**src/sv/u8san_pkg.sv**
```systemverilog
// Package for the UTF-8 sanitizer: item types, queue entry type, byte codes
// and default sizes. Used by every module of the block; no dependencies.
`timescale 1ns / 1ps
`default_nettype none

package u8san_pkg;

	// default sizes
	localparam int CAP_BITS_DEF   = 16;
	localparam int HOLD_DEPTH_DEF = 8;
	localparam int CAP_RESET      = 256;
	// depth of the front-to-back queue
	localparam int Q_DEPTH        = 4;

	// lead byte classes
	localparam logic [7:0] ASCII_LIMIT = 8'h80;
	localparam logic [7:0] LEAD_MIN    = 8'hC2;
	localparam logic [7:0] LEAD_MAX    = 8'hF4;
	localparam logic [7:0] LEAD3_MIN   = 8'hE0;
	localparam logic [7:0] LEAD4_MIN   = 8'hF0;

	// leads with a narrowed second-byte range
	localparam logic [7:0] LEAD_E0 = 8'hE0;
	localparam logic [7:0] LEAD_ED = 8'hED;
	localparam logic [7:0] LEAD_F0 = 8'hF0;
	localparam logic [7:0] LEAD_F4 = 8'hF4;

	// continuation ranges
	localparam logic [7:0] CONT_LO = 8'h80;
	localparam logic [7:0] CONT_HI = 8'hBF;
	localparam logic [7:0] E0_LO   = 8'hA0;
	localparam logic [7:0] ED_HI   = 8'h9F;
	localparam logic [7:0] F0_LO   = 8'h90;
	localparam logic [7:0] F4_HI   = 8'h8F;

	// U+FFFD and the cut mark
	localparam logic [7:0] REPL0 = 8'hEF;
	localparam logic [7:0] REPL1 = 8'hBF;
	localparam logic [7:0] REPL2 = 8'hBD;
	localparam logic [7:0] DOT   = 8'h2E;

	typedef struct packed {
		logic [7:0] in_byte;
		logic       byte_present;
		logic       last_in;
	} in_item_t;

	typedef struct packed {
		logic [7:0] out_byte;
		logic       has_byte;
		logic       last_out;
		logic       was_clipped;
	} out_item_t;

	// one output action from the front: a character to send or to hold,
	// optionally closing the string
	typedef struct packed {
		logic [3:0][7:0] data;  // data[0] goes out first
		logic [2:0]      len;   // 0..4 bytes
		logic            hold;  // store in the hold buffer instead of sending
		logic            fin;   // string ends after this entry
		logic            cut;   // string was cut (on fin)
		logic            dots;  // capacity allows the "..." mark (on fin)
	} q_entry_t;

endpackage

`default_nettype wire

```
**src/sv/u8san_queue.sv**
```systemverilog
// Short FIFO of queue entries between the sanitizer front and back.
// Depends on u8san_pkg (q_entry_t, Q_DEPTH).
`timescale 1ns / 1ps
`default_nettype none

module u8san_queue (
	input  wire                  clk,
	input  wire                  arst_n,
	input  wire                  push,
	input  u8san_pkg::q_entry_t  push_data,
	output logic                 full,
	input  wire                  pop,
	output u8san_pkg::q_entry_t  head,
	output logic                 empty
);
	import u8san_pkg::*;

	localparam int QP = $clog2(Q_DEPTH);
	localparam int QC = $clog2(Q_DEPTH + 1);

	q_entry_t        mem_q [Q_DEPTH];
	logic [QP-1:0]   wr_ptr_q;
	logic [QP-1:0]   rd_ptr_q;
	logic [QC-1:0]   cnt_q;
	logic            do_push;
	logic            do_pop;

	assign full    = cnt_q == QC'(Q_DEPTH);
	assign empty   = cnt_q == '0;
	assign head    = mem_q[rd_ptr_q];
	assign do_push = push && !full;
	assign do_pop  = pop && !empty;

	// pointers and fill count
	always_ff @(posedge clk or negedge arst_n) begin
		if (!arst_n) begin
			wr_ptr_q <= '0;
			rd_ptr_q <= '0;
			cnt_q    <= '0;
		end else begin
			if (do_push) begin
				wr_ptr_q <= (wr_ptr_q == QP'(Q_DEPTH - 1)) ? '0 : wr_ptr_q + QP'(1);
			end
			if (do_pop) begin
				rd_ptr_q <= (rd_ptr_q == QP'(Q_DEPTH - 1)) ? '0 : rd_ptr_q + QP'(1);
			end
			if (do_push && !do_pop) begin
				cnt_q <= cnt_q + QC'(1);
			end else if (do_pop && !do_push) begin
				cnt_q <= cnt_q - QC'(1);
			end
		end
	end

	// entry storage
	always_ff @(posedge clk) begin
		if (do_push) begin
			mem_q[wr_ptr_q] <= push_data;
		end
	end

endmodule

`default_nettype wire

```
**src/sv/u8san_front.sv**
```systemverilog
// Sanitizer front: accepts source items, runs the UTF-8 sequence checker and
// the capacity bookkeeping, and pushes output actions. Depends on u8san_pkg.
`timescale 1ns / 1ps
`default_nettype none

module u8san_front #(
	parameter int CAP_BITS = u8san_pkg::CAP_BITS_DEF
) (
	input  wire                  clk,
	input  wire                  arst_n,
	input  wire                  byte_valid,
	output logic                 byte_stall,
	input  u8san_pkg::in_item_t  byte_data,
	input  wire  [CAP_BITS-1:0]  cap_cfg,
	input  wire                  q_full,
	output logic                 q_push,
	output u8san_pkg::q_entry_t  q_data
);
	import u8san_pkg::*;

	typedef enum logic [1:0] {
		FE_RUN  = 2'b01,
		FE_REPL = 2'b10
	} fe_state_t;

	fe_state_t           st_q, st_n;
	logic [2:0]          seq_cnt_q, seq_cnt_n;
	logic [2:0]          seq_need_q, seq_need_n;
	logic [3:0][7:0]     seq_b_q, seq_b_n;
	logic [CAP_BITS-1:0] out_cnt_q, out_cnt_n;
	logic                holding_q, holding_n;
	logic                clip_q, clip_n;
	logic                in_str_q, in_str_n;
	logic [CAP_BITS-1:0] cap_q, cap_n;
	logic [1:0]          rem_q, rem_n;
	logic [7:0]          sv_b_q, sv_b_n;
	logic                sv_last_q, sv_last_n;

	logic [CAP_BITS-1:0] cap_use;
	logic                cap_ge5;
	logic                cap_zero;
	logic [7:0]          b;
	logic [7:0]          lo, hi;
	logic                in_rng;
	logic                acc, item_live, feed, rep_go;
	logic                cont_ok, complete, fail;
	logic                start_req;
	logic [7:0]          start_b;
	logic                st_ascii, st_bad;
	logic                pc_req;
	logic [2:0]          pc_w;
	logic [3:0][7:0]     pc_d;
	logic                end_req;
	logic [CAP_BITS:0]   nsum;
	logic [CAP_BITS+1:0] nsum4;
	logic                pc_over, pc_fit, pc_direct, pc_act, pc_push;
	logic                cut_w;

	assign b        = byte_data.in_byte;
	assign cap_use  = in_str_q ? cap_q : cap_cfg;
	assign cap_ge5  = cap_use >= CAP_BITS'(5);
	assign cap_zero = cap_use == '0;

	// input is held while failed-sequence replacements are worked off or the queue is full
	assign byte_stall = (st_q == FE_REPL) || q_full;

	// allowed range for the next continuation byte
	always_comb begin
		lo = CONT_LO;
		hi = CONT_HI;
		if (seq_cnt_q == 3'd1) begin
			unique case (seq_b_q[0])
				LEAD_E0: lo = E0_LO;
				LEAD_ED: hi = ED_HI;
				LEAD_F0: lo = F0_LO;
				LEAD_F4: hi = F4_HI;
				default: ;
			endcase
		end
	end
	assign in_rng = (b >= lo) && (b <= hi);

	// classify this cycle's work
	always_comb begin
		acc       = byte_valid && !byte_stall;
		item_live = acc && (byte_data.byte_present || byte_data.last_in);
		feed      = item_live && byte_data.byte_present && !cap_zero && !clip_q;
		rep_go    = (st_q == FE_REPL) && !q_full;
		cont_ok   = feed && (seq_cnt_q != 3'd0) && in_rng;
		complete  = cont_ok && ((seq_cnt_q + 3'd1) >= seq_need_q);
		fail      = feed && (seq_cnt_q != 3'd0) && !in_rng;

		start_req = 1'b0;
		start_b   = b;
		if (feed && seq_cnt_q == 3'd0) begin
			start_req = 1'b1;
		end else if (rep_go && rem_q == 2'd0 && !clip_q) begin
			start_req = 1'b1;
			start_b   = sv_b_q;
		end
		st_ascii = start_b < ASCII_LIMIT;
		st_bad   = (start_b < LEAD_MIN) || (start_b > LEAD_MAX);

		pc_req = complete || fail || (rep_go && rem_q != 2'd0) ||
			(start_req && (st_ascii || st_bad));

		// character to put: completed sequence, plain byte or U+FFFD
		pc_w = 3'd3;
		pc_d = {8'h00, REPL2, REPL1, REPL0};
		if (complete) begin
			pc_w = seq_need_q;
			for (int i = 0; i < 4; i++) begin
				pc_d[i] = (3'(i) == seq_cnt_q) ? b : seq_b_q[i];
			end
		end else if (start_req && st_ascii) begin
			pc_w = 3'd1;
			pc_d = {24'h000000, start_b};
		end

		end_req = (item_live && byte_data.last_in && !fail) ||
			(rep_go && rem_q == 2'd0 && sv_last_q);
	end

	// capacity checks for the character being put
	assign nsum      = (CAP_BITS+1)'(out_cnt_q) + (CAP_BITS+1)'(pc_w);
	assign nsum4     = (CAP_BITS+2)'(nsum) + (CAP_BITS+2)'(4);
	assign pc_over   = nsum >= (CAP_BITS+1)'(cap_use);
	assign pc_fit    = nsum4 <= (CAP_BITS+2)'(cap_use);
	assign pc_direct = cap_ge5 && !holding_q && pc_fit;
	assign pc_act    = pc_req && !clip_q;
	assign pc_push   = pc_act && !pc_over;

	// next state
	always_comb begin
		st_n       = st_q;
		seq_cnt_n  = seq_cnt_q;
		seq_need_n = seq_need_q;
		seq_b_n    = seq_b_q;
		out_cnt_n  = out_cnt_q;
		holding_n  = holding_q;
		clip_n     = clip_q;
		in_str_n   = in_str_q;
		cap_n      = cap_q;
		rem_n      = rem_q;
		sv_b_n     = sv_b_q;
		sv_last_n  = sv_last_q;
		cut_w      = 1'b0;

		// first item of a string latches the capacity
		if (item_live && !in_str_q) begin
			in_str_n = 1'b1;
			cap_n    = cap_cfg;
		end

		if (complete || fail) begin
			seq_cnt_n  = 3'd0;
			seq_need_n = 3'd0;
		end
		if (cont_ok && !complete) begin
			seq_b_n[seq_cnt_q[1:0]] = b;
			seq_cnt_n               = seq_cnt_q + 3'd1;
		end
		if (start_req && !st_ascii && !st_bad) begin
			seq_b_n[0] = start_b;
			seq_cnt_n  = 3'd1;
			seq_need_n = (start_b < LEAD3_MIN) ? 3'd2 :
				((start_b < LEAD4_MIN) ? 3'd3 : 3'd4);
		end

		// failed sequence: one replacement now, the rest and the re-lead later
		if (fail) begin
			st_n      = FE_REPL;
			rem_n     = 2'(seq_cnt_q - 3'd1);
			sv_b_n    = b;
			sv_last_n = byte_data.last_in;
		end
		if (rep_go) begin
			if (rem_q != 2'd0) begin
				rem_n = rem_q - 2'd1;
			end else begin
				st_n = FE_RUN;
			end
		end

		if (pc_act) begin
			if (pc_over) begin
				clip_n     = 1'b1;
				holding_n  = 1'b0;
				seq_cnt_n  = 3'd0;
				seq_need_n = 3'd0;
			end else begin
				out_cnt_n = out_cnt_q + CAP_BITS'(pc_w);
				holding_n = holding_q || !pc_direct;
			end
		end

		// end of string: an open sequence counts as a cut
		if (end_req) begin
			cut_w      = clip_n || (seq_cnt_n != 3'd0);
			seq_cnt_n  = 3'd0;
			seq_need_n = 3'd0;
			out_cnt_n  = '0;
			holding_n  = 1'b0;
			clip_n     = 1'b0;
			in_str_n   = 1'b0;
		end
	end

	// action to the back
	always_comb begin
		q_push      = pc_push || end_req;
		q_data.data = pc_d;
		q_data.len  = pc_push ? pc_w : 3'd0;
		q_data.hold = pc_push && !pc_direct;
		q_data.fin  = end_req;
		q_data.cut  = cut_w;
		q_data.dots = cap_ge5;
	end

	// control state
	always_ff @(posedge clk or negedge arst_n) begin
		if (!arst_n) begin
			st_q       <= FE_RUN;
			seq_cnt_q  <= '0;
			seq_need_q <= '0;
			out_cnt_q  <= '0;
			holding_q  <= 1'b0;
			clip_q     <= 1'b0;
			in_str_q   <= 1'b0;
			cap_q      <= '0;
			rem_q      <= '0;
			sv_last_q  <= 1'b0;
		end else begin
			st_q       <= st_n;
			seq_cnt_q  <= seq_cnt_n;
			seq_need_q <= seq_need_n;
			out_cnt_q  <= out_cnt_n;
			holding_q  <= holding_n;
			clip_q     <= clip_n;
			in_str_q   <= in_str_n;
			cap_q      <= cap_n;
			rem_q      <= rem_n;
			sv_last_q  <= sv_last_n;
		end
	end

	// sequence bytes and the saved failing byte
	always_ff @(posedge clk) begin
		seq_b_q <= seq_b_n;
		sv_b_q  <= sv_b_n;
	end

endmodule

`default_nettype wire

```
**src/sv/u8san_back.sv**
```systemverilog
// Sanitizer back: expands queue entries into output items one byte a cycle
// unless stalled, keeps the hold buffer, writes the string end. Uses u8san_pkg.
`timescale 1ns / 1ps
`default_nettype none

module u8san_back #(
	parameter int HOLD_DEPTH = u8san_pkg::HOLD_DEPTH_DEF
) (
	input  wire                   clk,
	input  wire                   arst_n,
	input  wire                   q_empty,
	input  u8san_pkg::q_entry_t   q_head,
	output logic                  q_pop,
	output logic                  res_valid,
	input  wire                   res_stall,
	output u8san_pkg::out_item_t  res_data
);
	import u8san_pkg::*;

	localparam int PW     = $clog2(HOLD_DEPTH);
	localparam int HCNT_W = $clog2(HOLD_DEPTH + 1);

	typedef enum logic [3:0] {
		BK_BODY  = 4'b0001,
		BK_DOTS  = 4'b0010,
		BK_FLUSH = 4'b0100,
		BK_MARK  = 4'b1000
	} bk_state_t;

	bk_state_t         bk_q, bk_n;
	logic [PW-1:0]     pos_q, pos_n;
	logic [HCNT_W-1:0] hc_q, hc_n;
	logic [7:0]        hold_q [HOLD_DEPTH];
	logic              hold_we [HOLD_DEPTH];
	logic [7:0]        hold_wd [HOLD_DEPTH];
	logic              res_valid_q;
	out_item_t         res_q;

	logic              ld_en, go, hwr, emit;
	out_item_t         e_item;
	logic [HCNT_W:0]   hc_sum;
	logic [HCNT_W-1:0] hc_add;
	bk_state_t         tgt_hold, tgt_dir;
	logic              more_dir, body_end, flush_end;

	assign res_valid = res_valid_q;
	assign res_data  = res_q;
	assign ld_en     = !res_valid_q || !res_stall;
	assign go        = ld_en && !q_empty;

	// hold count after storing this entry
	assign hc_sum = (HCNT_W+1)'(hc_q) + (HCNT_W+1)'(q_head.len);
	assign hc_add = (hc_sum > (HCNT_W+1)'(HOLD_DEPTH)) ? HCNT_W'(HOLD_DEPTH) :
		hc_sum[HCNT_W-1:0];

	// where the string end goes on
	assign tgt_hold = q_head.cut ? (q_head.dots ? BK_DOTS : BK_MARK) :
		((hc_add != '0) ? BK_FLUSH : BK_MARK);
	assign tgt_dir  = q_head.cut ? (q_head.dots ? BK_DOTS : BK_MARK) :
		((hc_q != '0) ? BK_FLUSH : BK_MARK);
	assign more_dir = q_head.cut ? q_head.dots : (hc_q != '0);

	assign body_end  = ((PW+1)'(pos_q) + (PW+1)'(1)) == (PW+1)'(q_head.len);
	assign flush_end = (HCNT_W'(pos_q) + HCNT_W'(1)) == hc_q;

	// byte sequencer
	always_comb begin
		bk_n   = bk_q;
		pos_n  = pos_q;
		hc_n   = hc_q;
		q_pop  = 1'b0;
		hwr    = 1'b0;
		emit   = 1'b0;
		e_item = '{out_byte: 8'h00, has_byte: 1'b1, last_out: 1'b0, was_clipped: 1'b0};
		if (go) begin
			unique case (bk_q)
				BK_BODY: begin
					if (q_head.hold) begin
						hwr  = 1'b1;
						hc_n = hc_add;
						if (q_head.fin) begin
							bk_n = tgt_hold;
						end else begin
							q_pop = 1'b1;
						end
					end else if (q_head.len == 3'd0) begin
						if (q_head.fin) begin
							bk_n = tgt_dir;
						end else begin
							q_pop = 1'b1;
						end
					end else begin
						emit            = 1'b1;
						e_item.out_byte = q_head.data[pos_q[1:0]];
						if (body_end) begin
							pos_n = '0;
							if (q_head.fin && more_dir) begin
								bk_n = tgt_dir;
							end else begin
								q_pop = 1'b1;
								if (q_head.fin) begin
									e_item.last_out    = 1'b1;
									e_item.was_clipped = q_head.cut;
									hc_n               = '0;
								end
							end
						end else begin
							pos_n = pos_q + PW'(1);
						end
					end
				end
				BK_DOTS: begin
					emit            = 1'b1;
					e_item.out_byte = DOT;
					if (pos_q == PW'(2)) begin
						e_item.last_out    = 1'b1;
						e_item.was_clipped = 1'b1;
						q_pop              = 1'b1;
						hc_n               = '0;
						pos_n              = '0;
						bk_n               = BK_BODY;
					end else begin
						pos_n = pos_q + PW'(1);
					end
				end
				BK_FLUSH: begin
					emit            = 1'b1;
					e_item.out_byte = hold_q[pos_q];
					if (flush_end) begin
						e_item.last_out = 1'b1;
						q_pop           = 1'b1;
						hc_n            = '0;
						pos_n           = '0;
						bk_n            = BK_BODY;
					end else begin
						pos_n = pos_q + PW'(1);
					end
				end
				BK_MARK: begin
					// bare end marker
					emit               = 1'b1;
					e_item.has_byte    = 1'b0;
					e_item.last_out    = 1'b1;
					e_item.was_clipped = q_head.cut;
					q_pop              = 1'b1;
					hc_n               = '0;
					pos_n              = '0;
					bk_n               = BK_BODY;
				end
				default: begin
					bk_n = BK_BODY;
				end
			endcase
		end
	end

	// hold buffer write lanes
	always_comb begin
		for (int j = 0; j < HOLD_DEPTH; j++) begin
			hold_we[j] = 1'b0;
			hold_wd[j] = q_head.data[0];
			for (int i = 0; i < 4; i++) begin
				if (hwr && (3'(i) < q_head.len) &&
					((HCNT_W+1)'(hc_q) + (HCNT_W+1)'(i) == (HCNT_W+1)'(j))) begin
					hold_we[j] = 1'b1;
					hold_wd[j] = q_head.data[i];
				end
			end
		end
	end

	always_ff @(posedge clk) begin
		for (int j = 0; j < HOLD_DEPTH; j++) begin
			if (hold_we[j]) begin
				hold_q[j] <= hold_wd[j];
			end
		end
	end

	// sequencer state
	always_ff @(posedge clk or negedge arst_n) begin
		if (!arst_n) begin
			bk_q  <= BK_BODY;
			pos_q <= '0;
			hc_q  <= '0;
		end else begin
			bk_q  <= bk_n;
			pos_q <= pos_n;
			hc_q  <= hc_n;
		end
	end

	// output register
	always_ff @(posedge clk or negedge arst_n) begin
		if (!arst_n) begin
			res_valid_q <= 1'b0;
		end else if (ld_en) begin
			res_valid_q <= emit;
		end
	end

	always_ff @(posedge clk) begin
		if (ld_en && emit) begin
			res_q <= e_item;
		end
	end

endmodule

`default_nettype wire

```
**src/sv/utf8_sanitize_truncate.sv**
```systemverilog
// Top level of the UTF-8 sanitizer with capacity limit and cut marking.
// Depends on u8san_pkg, u8san_front, u8san_queue and u8san_back.
`timescale 1ns / 1ps
`default_nettype none

// The block takes a string one byte item at a time and gives strictly
// well-formed UTF-8, one byte item a cycle unless stalled. Bad bytes become
// EF BF BD; when the output would pass capacity - 1 bytes, or the string ends
// inside a sequence, the output backs up to a character boundary and ends in
// "..." if the capacity is at least 5. The capacity is sampled by the first
// item of each string. Without stalls, well-formed text flows at one byte per
// cycle: the front takes one item a cycle and the back sends one byte a cycle,
// with a four-entry queue between them. A replacement is three output bytes;
// a failed sequence holds the input while the front works off the remaining
// replacements and the retried byte. The back gives no output while it takes
// a closing queue entry that carries no byte, before the held bytes, the "..."
// mark or a bare end marker, and while it stores a character in the hold buffer.
module utf8_sanitize_truncate #(
	parameter int CAP_BITS   = u8san_pkg::CAP_BITS_DEF,
	parameter int HOLD_DEPTH = u8san_pkg::HOLD_DEPTH_DEF
) (
	input  wire                   clk,
	input  wire                   arst_n,
	input  wire                   cap_we,
	input  wire  [CAP_BITS-1:0]   cap_wdata,
	input  wire                   byte_valid,
	output logic                  byte_stall,
	input  u8san_pkg::in_item_t   byte_data,
	output logic                  res_valid,
	input  wire                   res_stall,
	output u8san_pkg::out_item_t  res_data
);
	import u8san_pkg::*;

	logic [CAP_BITS-1:0] cap_cfg_q;
	logic                q_push, q_full, q_pop, q_empty;
	q_entry_t            q_in, q_head;

	// capacity register
	always_ff @(posedge clk or negedge arst_n) begin
		if (!arst_n) begin
			cap_cfg_q <= CAP_BITS'(CAP_RESET);
		end else if (cap_we) begin
			cap_cfg_q <= cap_wdata;
		end
	end

	u8san_front #(
		.CAP_BITS (CAP_BITS)
	) u_front (
		.clk        (clk),
		.arst_n     (arst_n),
		.byte_valid (byte_valid),
		.byte_stall (byte_stall),
		.byte_data  (byte_data),
		.cap_cfg    (cap_cfg_q),
		.q_full     (q_full),
		.q_push     (q_push),
		.q_data     (q_in)
	);

	u8san_queue u_queue (
		.clk       (clk),
		.arst_n    (arst_n),
		.push      (q_push),
		.push_data (q_in),
		.full      (q_full),
		.pop       (q_pop),
		.head      (q_head),
		.empty     (q_empty)
	);

	u8san_back #(
		.HOLD_DEPTH (HOLD_DEPTH)
	) u_back (
		.clk       (clk),
		.arst_n    (arst_n),
		.q_empty   (q_empty),
		.q_head    (q_head),
		.q_pop     (q_pop),
		.res_valid (res_valid),
		.res_stall (res_stall),
		.res_data  (res_data)
	);

endmodule

`default_nettype wire

```
**config.mk**
```make
export PLATFORM = sky130hd
export DESIGN_NAME = utf8_sanitize_truncate
export DESIGN_NICKNAME = d
export VERILOG_FILES = /design/src/sv/u8san_pkg.sv /design/src/sv/u8san_queue.sv /design/src/sv/u8san_front.sv /design/src/sv/u8san_back.sv /design/src/sv/utf8_sanitize_truncate.sv
export SDC_FILE = /design/constraint.sdc
export NUM_CORES = 1
export LEC_CHECK = 0
export BUFFER_PORTS_ARGS = -buffer_cell sky130_fd_sc_hd__clkbuf_2
export CORE_UTILIZATION = 39
export DETAILED_ROUTE_END_ITERATION = 8
export MAX_ROUTING_LAYER = met4
export RECOVER_POWER = 50
export SYNTH_ARGS = -nofsm -noshare
export SYNTH_HDL_FRONTEND = slang
export SYNTH_SLANG_ARGS = --single-unit
```
**constraint.sdc**
```tcl
create_clock -name clk -period 9.6 [get_ports clk]
set_input_delay 1.92 -clock clk [delete_from_list [all_inputs] [get_ports clk]]
set_output_delay 1.92 -clock clk [all_outputs]
set_load 0.005 [all_outputs]
```
==> results_dict.tcl, run 1 <==
set metrics [dict create \
    status "finished with violations" \
    failed_checks "max-capacitance violations, max-slew violations" \
    hold_viol 0 \
    seqPwrFrac_pct 34.6 \
    ctsResizeCount 0 \
    ys_types 83 \
    min_to "u_queue.cnt_q[2]" \
    dp_cells 2356 \
    switching_share_pct 37.94 \
    grt_pass1_vias 13210 \
    r2r_end "u_queue.cnt_q[2]" \
    final_util_pct 44.17 \
    synthTopCellsByArea "edfxtp_1 42%, dfrtp_1 10%, mux4_2 4.8%, mux2i_1 4.4%, nand2_1 4.3%" \
    final_antenna_net_count 0 \
    period_minus_slack_ns 8.359 \
    dpl.hpwl_um 34090 \
    wire_per_inst_um 19.77 \
    routabilityCongestion 0.9119 \
    portBuffers 43 \
    postCtsSetupRepairBufs 0 \
    ioPinCount 44 \
    htree_levels 2 \
    ys_seq_area_share_pct 51.90 \
    ctsRootBufferMaster "clkbuf_16" \
    leakage_uw 0.007715 \
    setup-tns-final_ns 0 \
    cts_sinks 352 \
    via_per_inst 5.608 \
    drv_slew 138 \
    grt_pass1_wl_um 76360 \
    synth-edff-count 271 \
    worstPathMaxFanout 24 \
    vias 13610 \
    antenna_found_initial 0 \
    power_switching_uw 2501 \
    final_cell_area_mm2 0.02175 \
    setup-violations-final 0 \
    post-route-drc-count 0 \
    p_per_area_mw_per_mm2 303.1 \
    hold_path_class "flop to flop" \
    routed_wl_um 47980 \
    cp-start-kind "flop" \
    synth_flop_cell "edfxtp_1" \
    async_reset_ff_share_pct 23.01 \
    holdPathStages 1 \
    ir_drop_mv 0.1678 \
    clockBufferDepth 3 \
    cts_tree "built" \
    fin_cells 2427 \
    maxSlewHeadroom_pct -159.8 \
    critPathKind "flop to flop" \
    reg2reg_slack_ns 1.24 \
    drive_above_1_share_pct 14.01 \
    fin_skew_ns 0.03211 \
    critPathArrivalTime_ns 8.84 \
    layout.nets 1826 \
    synth.top_cell.area_share_pct 41.53 \
    synthToLayoutAreaGrowth_pct 11.02 \
    p_int_uw 4092 \
    min-delay-start "u_queue.cnt_q[2]" \
    yosysMostFrequentCell "edfxtp_1" \
    rsz0062_at_grt "false" \
    cts_hold_buf 0 \
    initial_core_util_pct 39.78 \
    fillers 4615 \
    worstPathRequired_ns 10.08 \
    first_pass_iters 5 \
    holdWs_ns 0.4936 \
    clkLatencyLatePin_ns 0.58 \
    syn_nets 1822 \
    worstSetupEndpointType "flop" \
    p_clk_share_pct 23.7 \
    yosys_warnings 0 \
    reg2reg_from "u_front.in_str_q" \
    grt_max_degree 71 \
    post_dp_cell_area_mm2 0.02049 \
    min_period_over_period_pct 87.07 \
    synthTopCellsByCount "271 x edfxtp_1, 224 x nand2_1, 126 x o21ai_0" \
    rows 81 \
    n_antenna_cell 0 \
    regArea_mm2 0.01017 \
    synth.cell_area_mm2 0.01959 \
    synth_top_area_cell "edfxtp_1" \
    combinationalPowerShare_pct 41.6 \
    cts_inserted_buffers 39 \
    drtIter0Drc 1212 \
    r2r_cells 26 \
    die_x_um 226.1 \
    clkTransAtPathRegs_ns 0.06 \
    multiInputGateArea_mm2 0.008882 \
    globalRouteOverflowTotal 0 \
    max_freq_ghz 0.1196 \
    synth_area_per_cell_um2 11.33 \
    tightest_slew_ns 3.897 \
    syn_inst 1729 \
    synth_seq_cells 352 \
    grtUsageTotal_pct 19.78 \
    die_area_mm2 0.05114 \
    cap_violations 3 \
    core_region_area_mm2 0.04925 \
    die_h_um 226.1 \
]
==> layout make-up <==
class	instances	area share (%)
Tap cell	664	3.819
Multi-Input combinational cell	1224	40.83
Clock inverter	24	1.380
Inverter	50	0.8628
Timing Repair Buffer	66	1.628
Clock buffer	47	4.722
Sequential cell	352	46.76
==> worst max-delay path: stages, from the launching register on <==
cell	delay [ns]
dfrtp_1	1.02
or4b_1	0.51
o22a_1	0.23
or4_1	0.76
a31oi_1	0.35
a211oi_2	0.08
clkbuf_1	0.47
a21o_1	0.37
fa_1	0.49
nand2b_1	0.23
a21o_1	0.22
or4_1	0.57
xnor2_1	0.19
ha_1	0.22
a211oi_1	0.22
nand2_1	0.11
a211o_1	0.28
o221ai_1	0.23
nor2b_1	0.34
a21oi_4	0.18
inv_1	0.10
ha_1	0.19
inv_1	0.07
fa_1	0.38
xor2_1	0.17
nor2_1	0.12
xor2_1	0.15
==> cells in the final DEF, fill, tap and decap left out, types with 16 or more instances in the layout <==
master,instances
o211ai_1,36
mux2i_1,86
a211oi_1,20
clkbuf_2,21
nand3_1,32
nor2b_1,16
ha_1,59
mux2_2,74
o21ai_0,126
clkbuf_16,40
buf_4,17
nor2_1,101
nor3_1,22
xnor2_1,24
nand4_1,19
inv_1,49
a21o_1,19
edfxtp_1,271
a21oi_1,81
mux4_2,42
nand2_1,224
clkbuf_1,34
a31oi_1,26
dfrtp_1,76
==> how the worst max path moves through the flow <==
| stage | start | endpoint | slack [ns] | cells past startpoint |
|---|---|---|---|---|
| 6_report | u_front.in_str_q | u_queue.cnt_q[2] | 1.24 | 26 |
| 3_5_place_dp | byte_data[6] | u_queue.cnt_q[2] | 1.33 | 29 |
| 3_3_place_gp | byte_data[6] | u_queue.cnt_q[2] | 1.42 | 27 |
| 4_1_cts | u_front.in_str_q | u_queue.cnt_q[2] | 1.61 | 26 |
| 2_1_floorplan | byte_data[6] | u_queue.mem_q[0][0] | 0.68 | 24 |
| 5_1_grt | u_front.in_str_q | u_queue.cnt_q[2] | 0.63 | 26 |
==> metal layers <==
layer	vias up	share of wire, %	GRT usage (%)	wire (um)
met3	67	4.8	2.693	2293
met4	0	2.0	5.514	977
met2	304	46	30.20	21930
met5	-	0	-	0
met1	6694	47	27.56	22780
li1	6545	-	-	-
==> logic make-up after synthesis <==
logic type                 count (synthesis)  synth area share (%)
AOI/OAI and AO/OA                        398                 12.77
muxes                                    202                 13.47
xor gates and xnor gates                  38                 1.699
buffers and inverters                    153                 3.167
DFF                                      352                 51.90
and+or+nand+nor                          524                 12.92
adders and majority gates                 62                 4.074
==> power by group through the flow <==
stage | clock network (uW) | registers, uW | logic (uW)
after floorplan | 0 | 2220 | 2040
after global placement | 0 | 2300 | 2690
after detailed placement | 0 | 2320 | 2740
after CTS | 1600 | 2290 | 2750
after global routing | 1650 | 2320 | 3030
final | 1570 | 2280 | 2740
==> through the flow <==
stage,power (uW),setup WS (ns)
after detailed placement,5052,1.330
after global routing,7001,0.6287
after global placement,4993,1.423
after CTS,6637,1.612
after floorplan,4267,0.6849
final,6593,1.241
==> flip-flops by register name (all words and copies together), names as in the netlist, 2 cells and up <==
name,flops
u_queue.mem_q,156
u_back.hold_q,64
u_front.seq_b_q,32
cap_cfg_q,16
u_front.cap_q,16
u_front.out_cnt_q,16
u_back.res_data,11
u_front.sv_b_q,8
u_back.bk_q,4
u_back.hc_q,4
u_back.pos_q,3
u_front.seq_cnt_q,3
u_front.seq_need_q,3
u_queue.cnt_q,3
u_front.rem_q,2
u_front.st_q,2
u_queue.rd_ptr_q,2
u_queue.wr_ptr_q,2
Power figures use the tool's default switching activity.
==> run 2, diff against run 1 <==
==> constraint.sdc (replaced) <==
create_clock -name clk -period 10 [get_ports clk]
set_input_delay 2 -clock clk [delete_from_list [all_inputs] [get_ports clk]]
set_output_delay 2 -clock clk [all_outputs]
set_load 0.005 [all_outputs]
==> results_dict.tcl, run 2 (synthesis results as in run 1) <==
set metrics [dict create \
    ir_drop_mv 0.1467 \
    setup-violations-final 0 \
    final_antenna_net_count 0 \
    drive_above_1_share_pct 14.51 \
    cts_inserted_buffers 40 \
    wire_per_inst_um 20.17 \
    clkLatencyLatePin_ns 0.56 \
    dpl.hpwl_um 34800 \
    top_regs "u_queue.mem_q: 156 flops, u_back.hold_q: 64 flops, u_front.seq_b_q: 32 flops" \
    routabilityCongestion 0.9232 \
    synthToLayoutAreaGrowth_pct 11.31 \
    cts_sinks 352 \
    final_common_cell "edfxtp_1" \
    grt_max_degree 71 \
    cp-endpoint "u_queue.cnt_q[2]" \
    top_register "u_queue.mem_q" \
    worstPathRequired_ns 10.46 \
    path_buf_inv 4 \
    post-route-drc-count 0 \
    setup-tns-final_ns 0 \
    die_h_um 226.1 \
    cpMaxStageDelayCell "clkbuf_1" \
    globalRouteOverflowTotal 0 \
    drv_slew 129 \
    cap_violations 2 \
    critPathLaunch "u_front.in_str_q" \
    maxSlewHeadroom_pct -163.5 \
    final_cell_area_mm2 0.02181 \
    p_per_area_mw_per_mm2 291.6 \
    fillers 4647 \
    failed_checks "max-capacitance violations, max-slew violations" \
    ctsResizeCount 0 \
    routed_wl_um 49100 \
    grt_pass1_wl_um 77450 \
    ctsRootBufferMaster "clkbuf_16" \
    p_int_uw 3932 \
    grtUsageTotal_pct 20.17 \
    core_region_area_mm2 0.04925 \
    htree_levels 2 \
    final_cell_mix "271 x edfxtp_1, 224 x nand2_1, 126 x o21ai_0" \
    post_dp_cell_area_mm2 0.02052 \
    power_switching_uw 2427 \
    die_x_um 226.1 \
    fin_skew_ns 0.02104 \
    reg2reg_slack_ns 1.32 \
    via_per_inst 5.651 \
    clockBufferDepth 3 \
    vias 13760 \
    cts_tree "built" \
    status "finished with violations" \
    worstPathMaxFanout 24 \
    clkTransAtPathRegs_ns 0.06 \
    reg2reg_from "u_front.in_str_q" \
    cpPeakStageDelay_ns 1.04 \
    cp_top_family "simple AND/OR/NAND/NOR gates" \
    busiest_layer "met2" \
    switching_share_pct 38.16 \
    cp-start-kind "flop" \
    postCtsSetupRepairBufs 0 \
    leakage_uw 0.007754 \
    combinationalPowerShare_pct 42.4 \
    seqPwrFrac_pct 34.1 \
    initial_core_util_pct 39.78 \
    use_met3_pct 2.992 \
    layout.nets 1832 \
    critPathKind "flop to flop" \
    met1_usage_pct 28.58 \
    min_period_over_period_pct 86.80 \
    cts_hold_buf 0 \
    antenna_found_initial 0 \
    grt_pass1_vias 13190 \
    hold_path_class "flop to flop" \
    portBuffers 43 \
    drtIter0Drc 1015 \
    critPathArrivalTime_ns 9.14 \
    hold_viol 0 \
    max_freq_ghz 0.1152 \
    period_minus_slack_ns 8.680 \
    first_pass_iters 5 \
    rows 81 \
    r2r_end "u_queue.cnt_q[2]" \
    die_area_mm2 0.05114 \
    met2_usage_pct 30.59 \
    r2r_cells 27 \
    p_clk_share_pct 23.5 \
    rsz0062_at_grt "false" \
    largest_register_ff_count 156 \
    critical_path_depth 27 \
    holdWs_ns 0.5029 \
    n_antenna_cell 0 \
    ioPinCount 44 \
    tightest_slew_ns 3.952 \
    worstSetupEndpointType "flop" \
]
[run 2: how the worst min path moves through the flow]
| stage | startpoint | end | slack, ns | cells past startpoint |
|---|---|---|---|---|
| after global routing | u_front.cap_q[6] | u_front.cap_q[6] | 0.52 | 1 |
| after CTS | u_front.cap_q[3] | u_front.cap_q[3] | 0.51 | 1 |
| after global placement | u_queue.cnt_q[2] | u_queue.cnt_q[2] | 0.48 | 1 |
| after floorplan | u_queue.cnt_q[2] | u_queue.cnt_q[2] | 0.45 | 1 |
| after detailed placement | u_front.cap_q[3] | u_front.cap_q[3] | 0.50 | 1 |
| final | u_queue.cnt_q[2] | u_queue.cnt_q[2] | 0.50 | 1 |
[run 2: final cells by class]
cell class | count | area [um^2] | share of cell area [%]
flip-flops and latches | 352 | 10170 | 46.64
inverters | 50 | 187.7 | 0.8605
well taps | 664 | 830.8 | 3.809
multi-input cells | 1224 | 8897 | 40.80
clock inverters | 24 | 235.2 | 1.079
clock buffers | 50 | 1111 | 5.094
repair buffers | 71 | 375.4 | 1.721
[run 2: metrics by stage]
stage               power, uW  instances  utilization (%)  setup slack (ns)
floorplan                4096       1729                -             1.005
global route             6753       2435            44.28            0.6559
detailed placement       4884       2361            41.67             1.553
CTS                      6401       2435            44.40             1.874
finish                   6359       2435            44.28             1.320
global placement         4828       2361            41.67             1.627
[run 2: layer usage]
layer  share of wire (%)  up-vias
met3                 5.1       59
li1                    -     6565
met1                  48     6783
met5                   0        -
met4                 1.4        0
met2                  46      354
[run 2: power groups by stage]
| stage | Combinational, uW | Sequential [uW] | Clock [uW] |
|---|---|---|---|
| global route | 2960 | 2210 | 1580 |
| floorplan | 1960 | 2140 | 0 |
| detailed placement | 2680 | 2200 | 0 |
| global placement | 2640 | 2190 | 0 |
| finish | 2700 | 2170 | 1490 |
| CTS | 2700 | 2170 | 1530 |
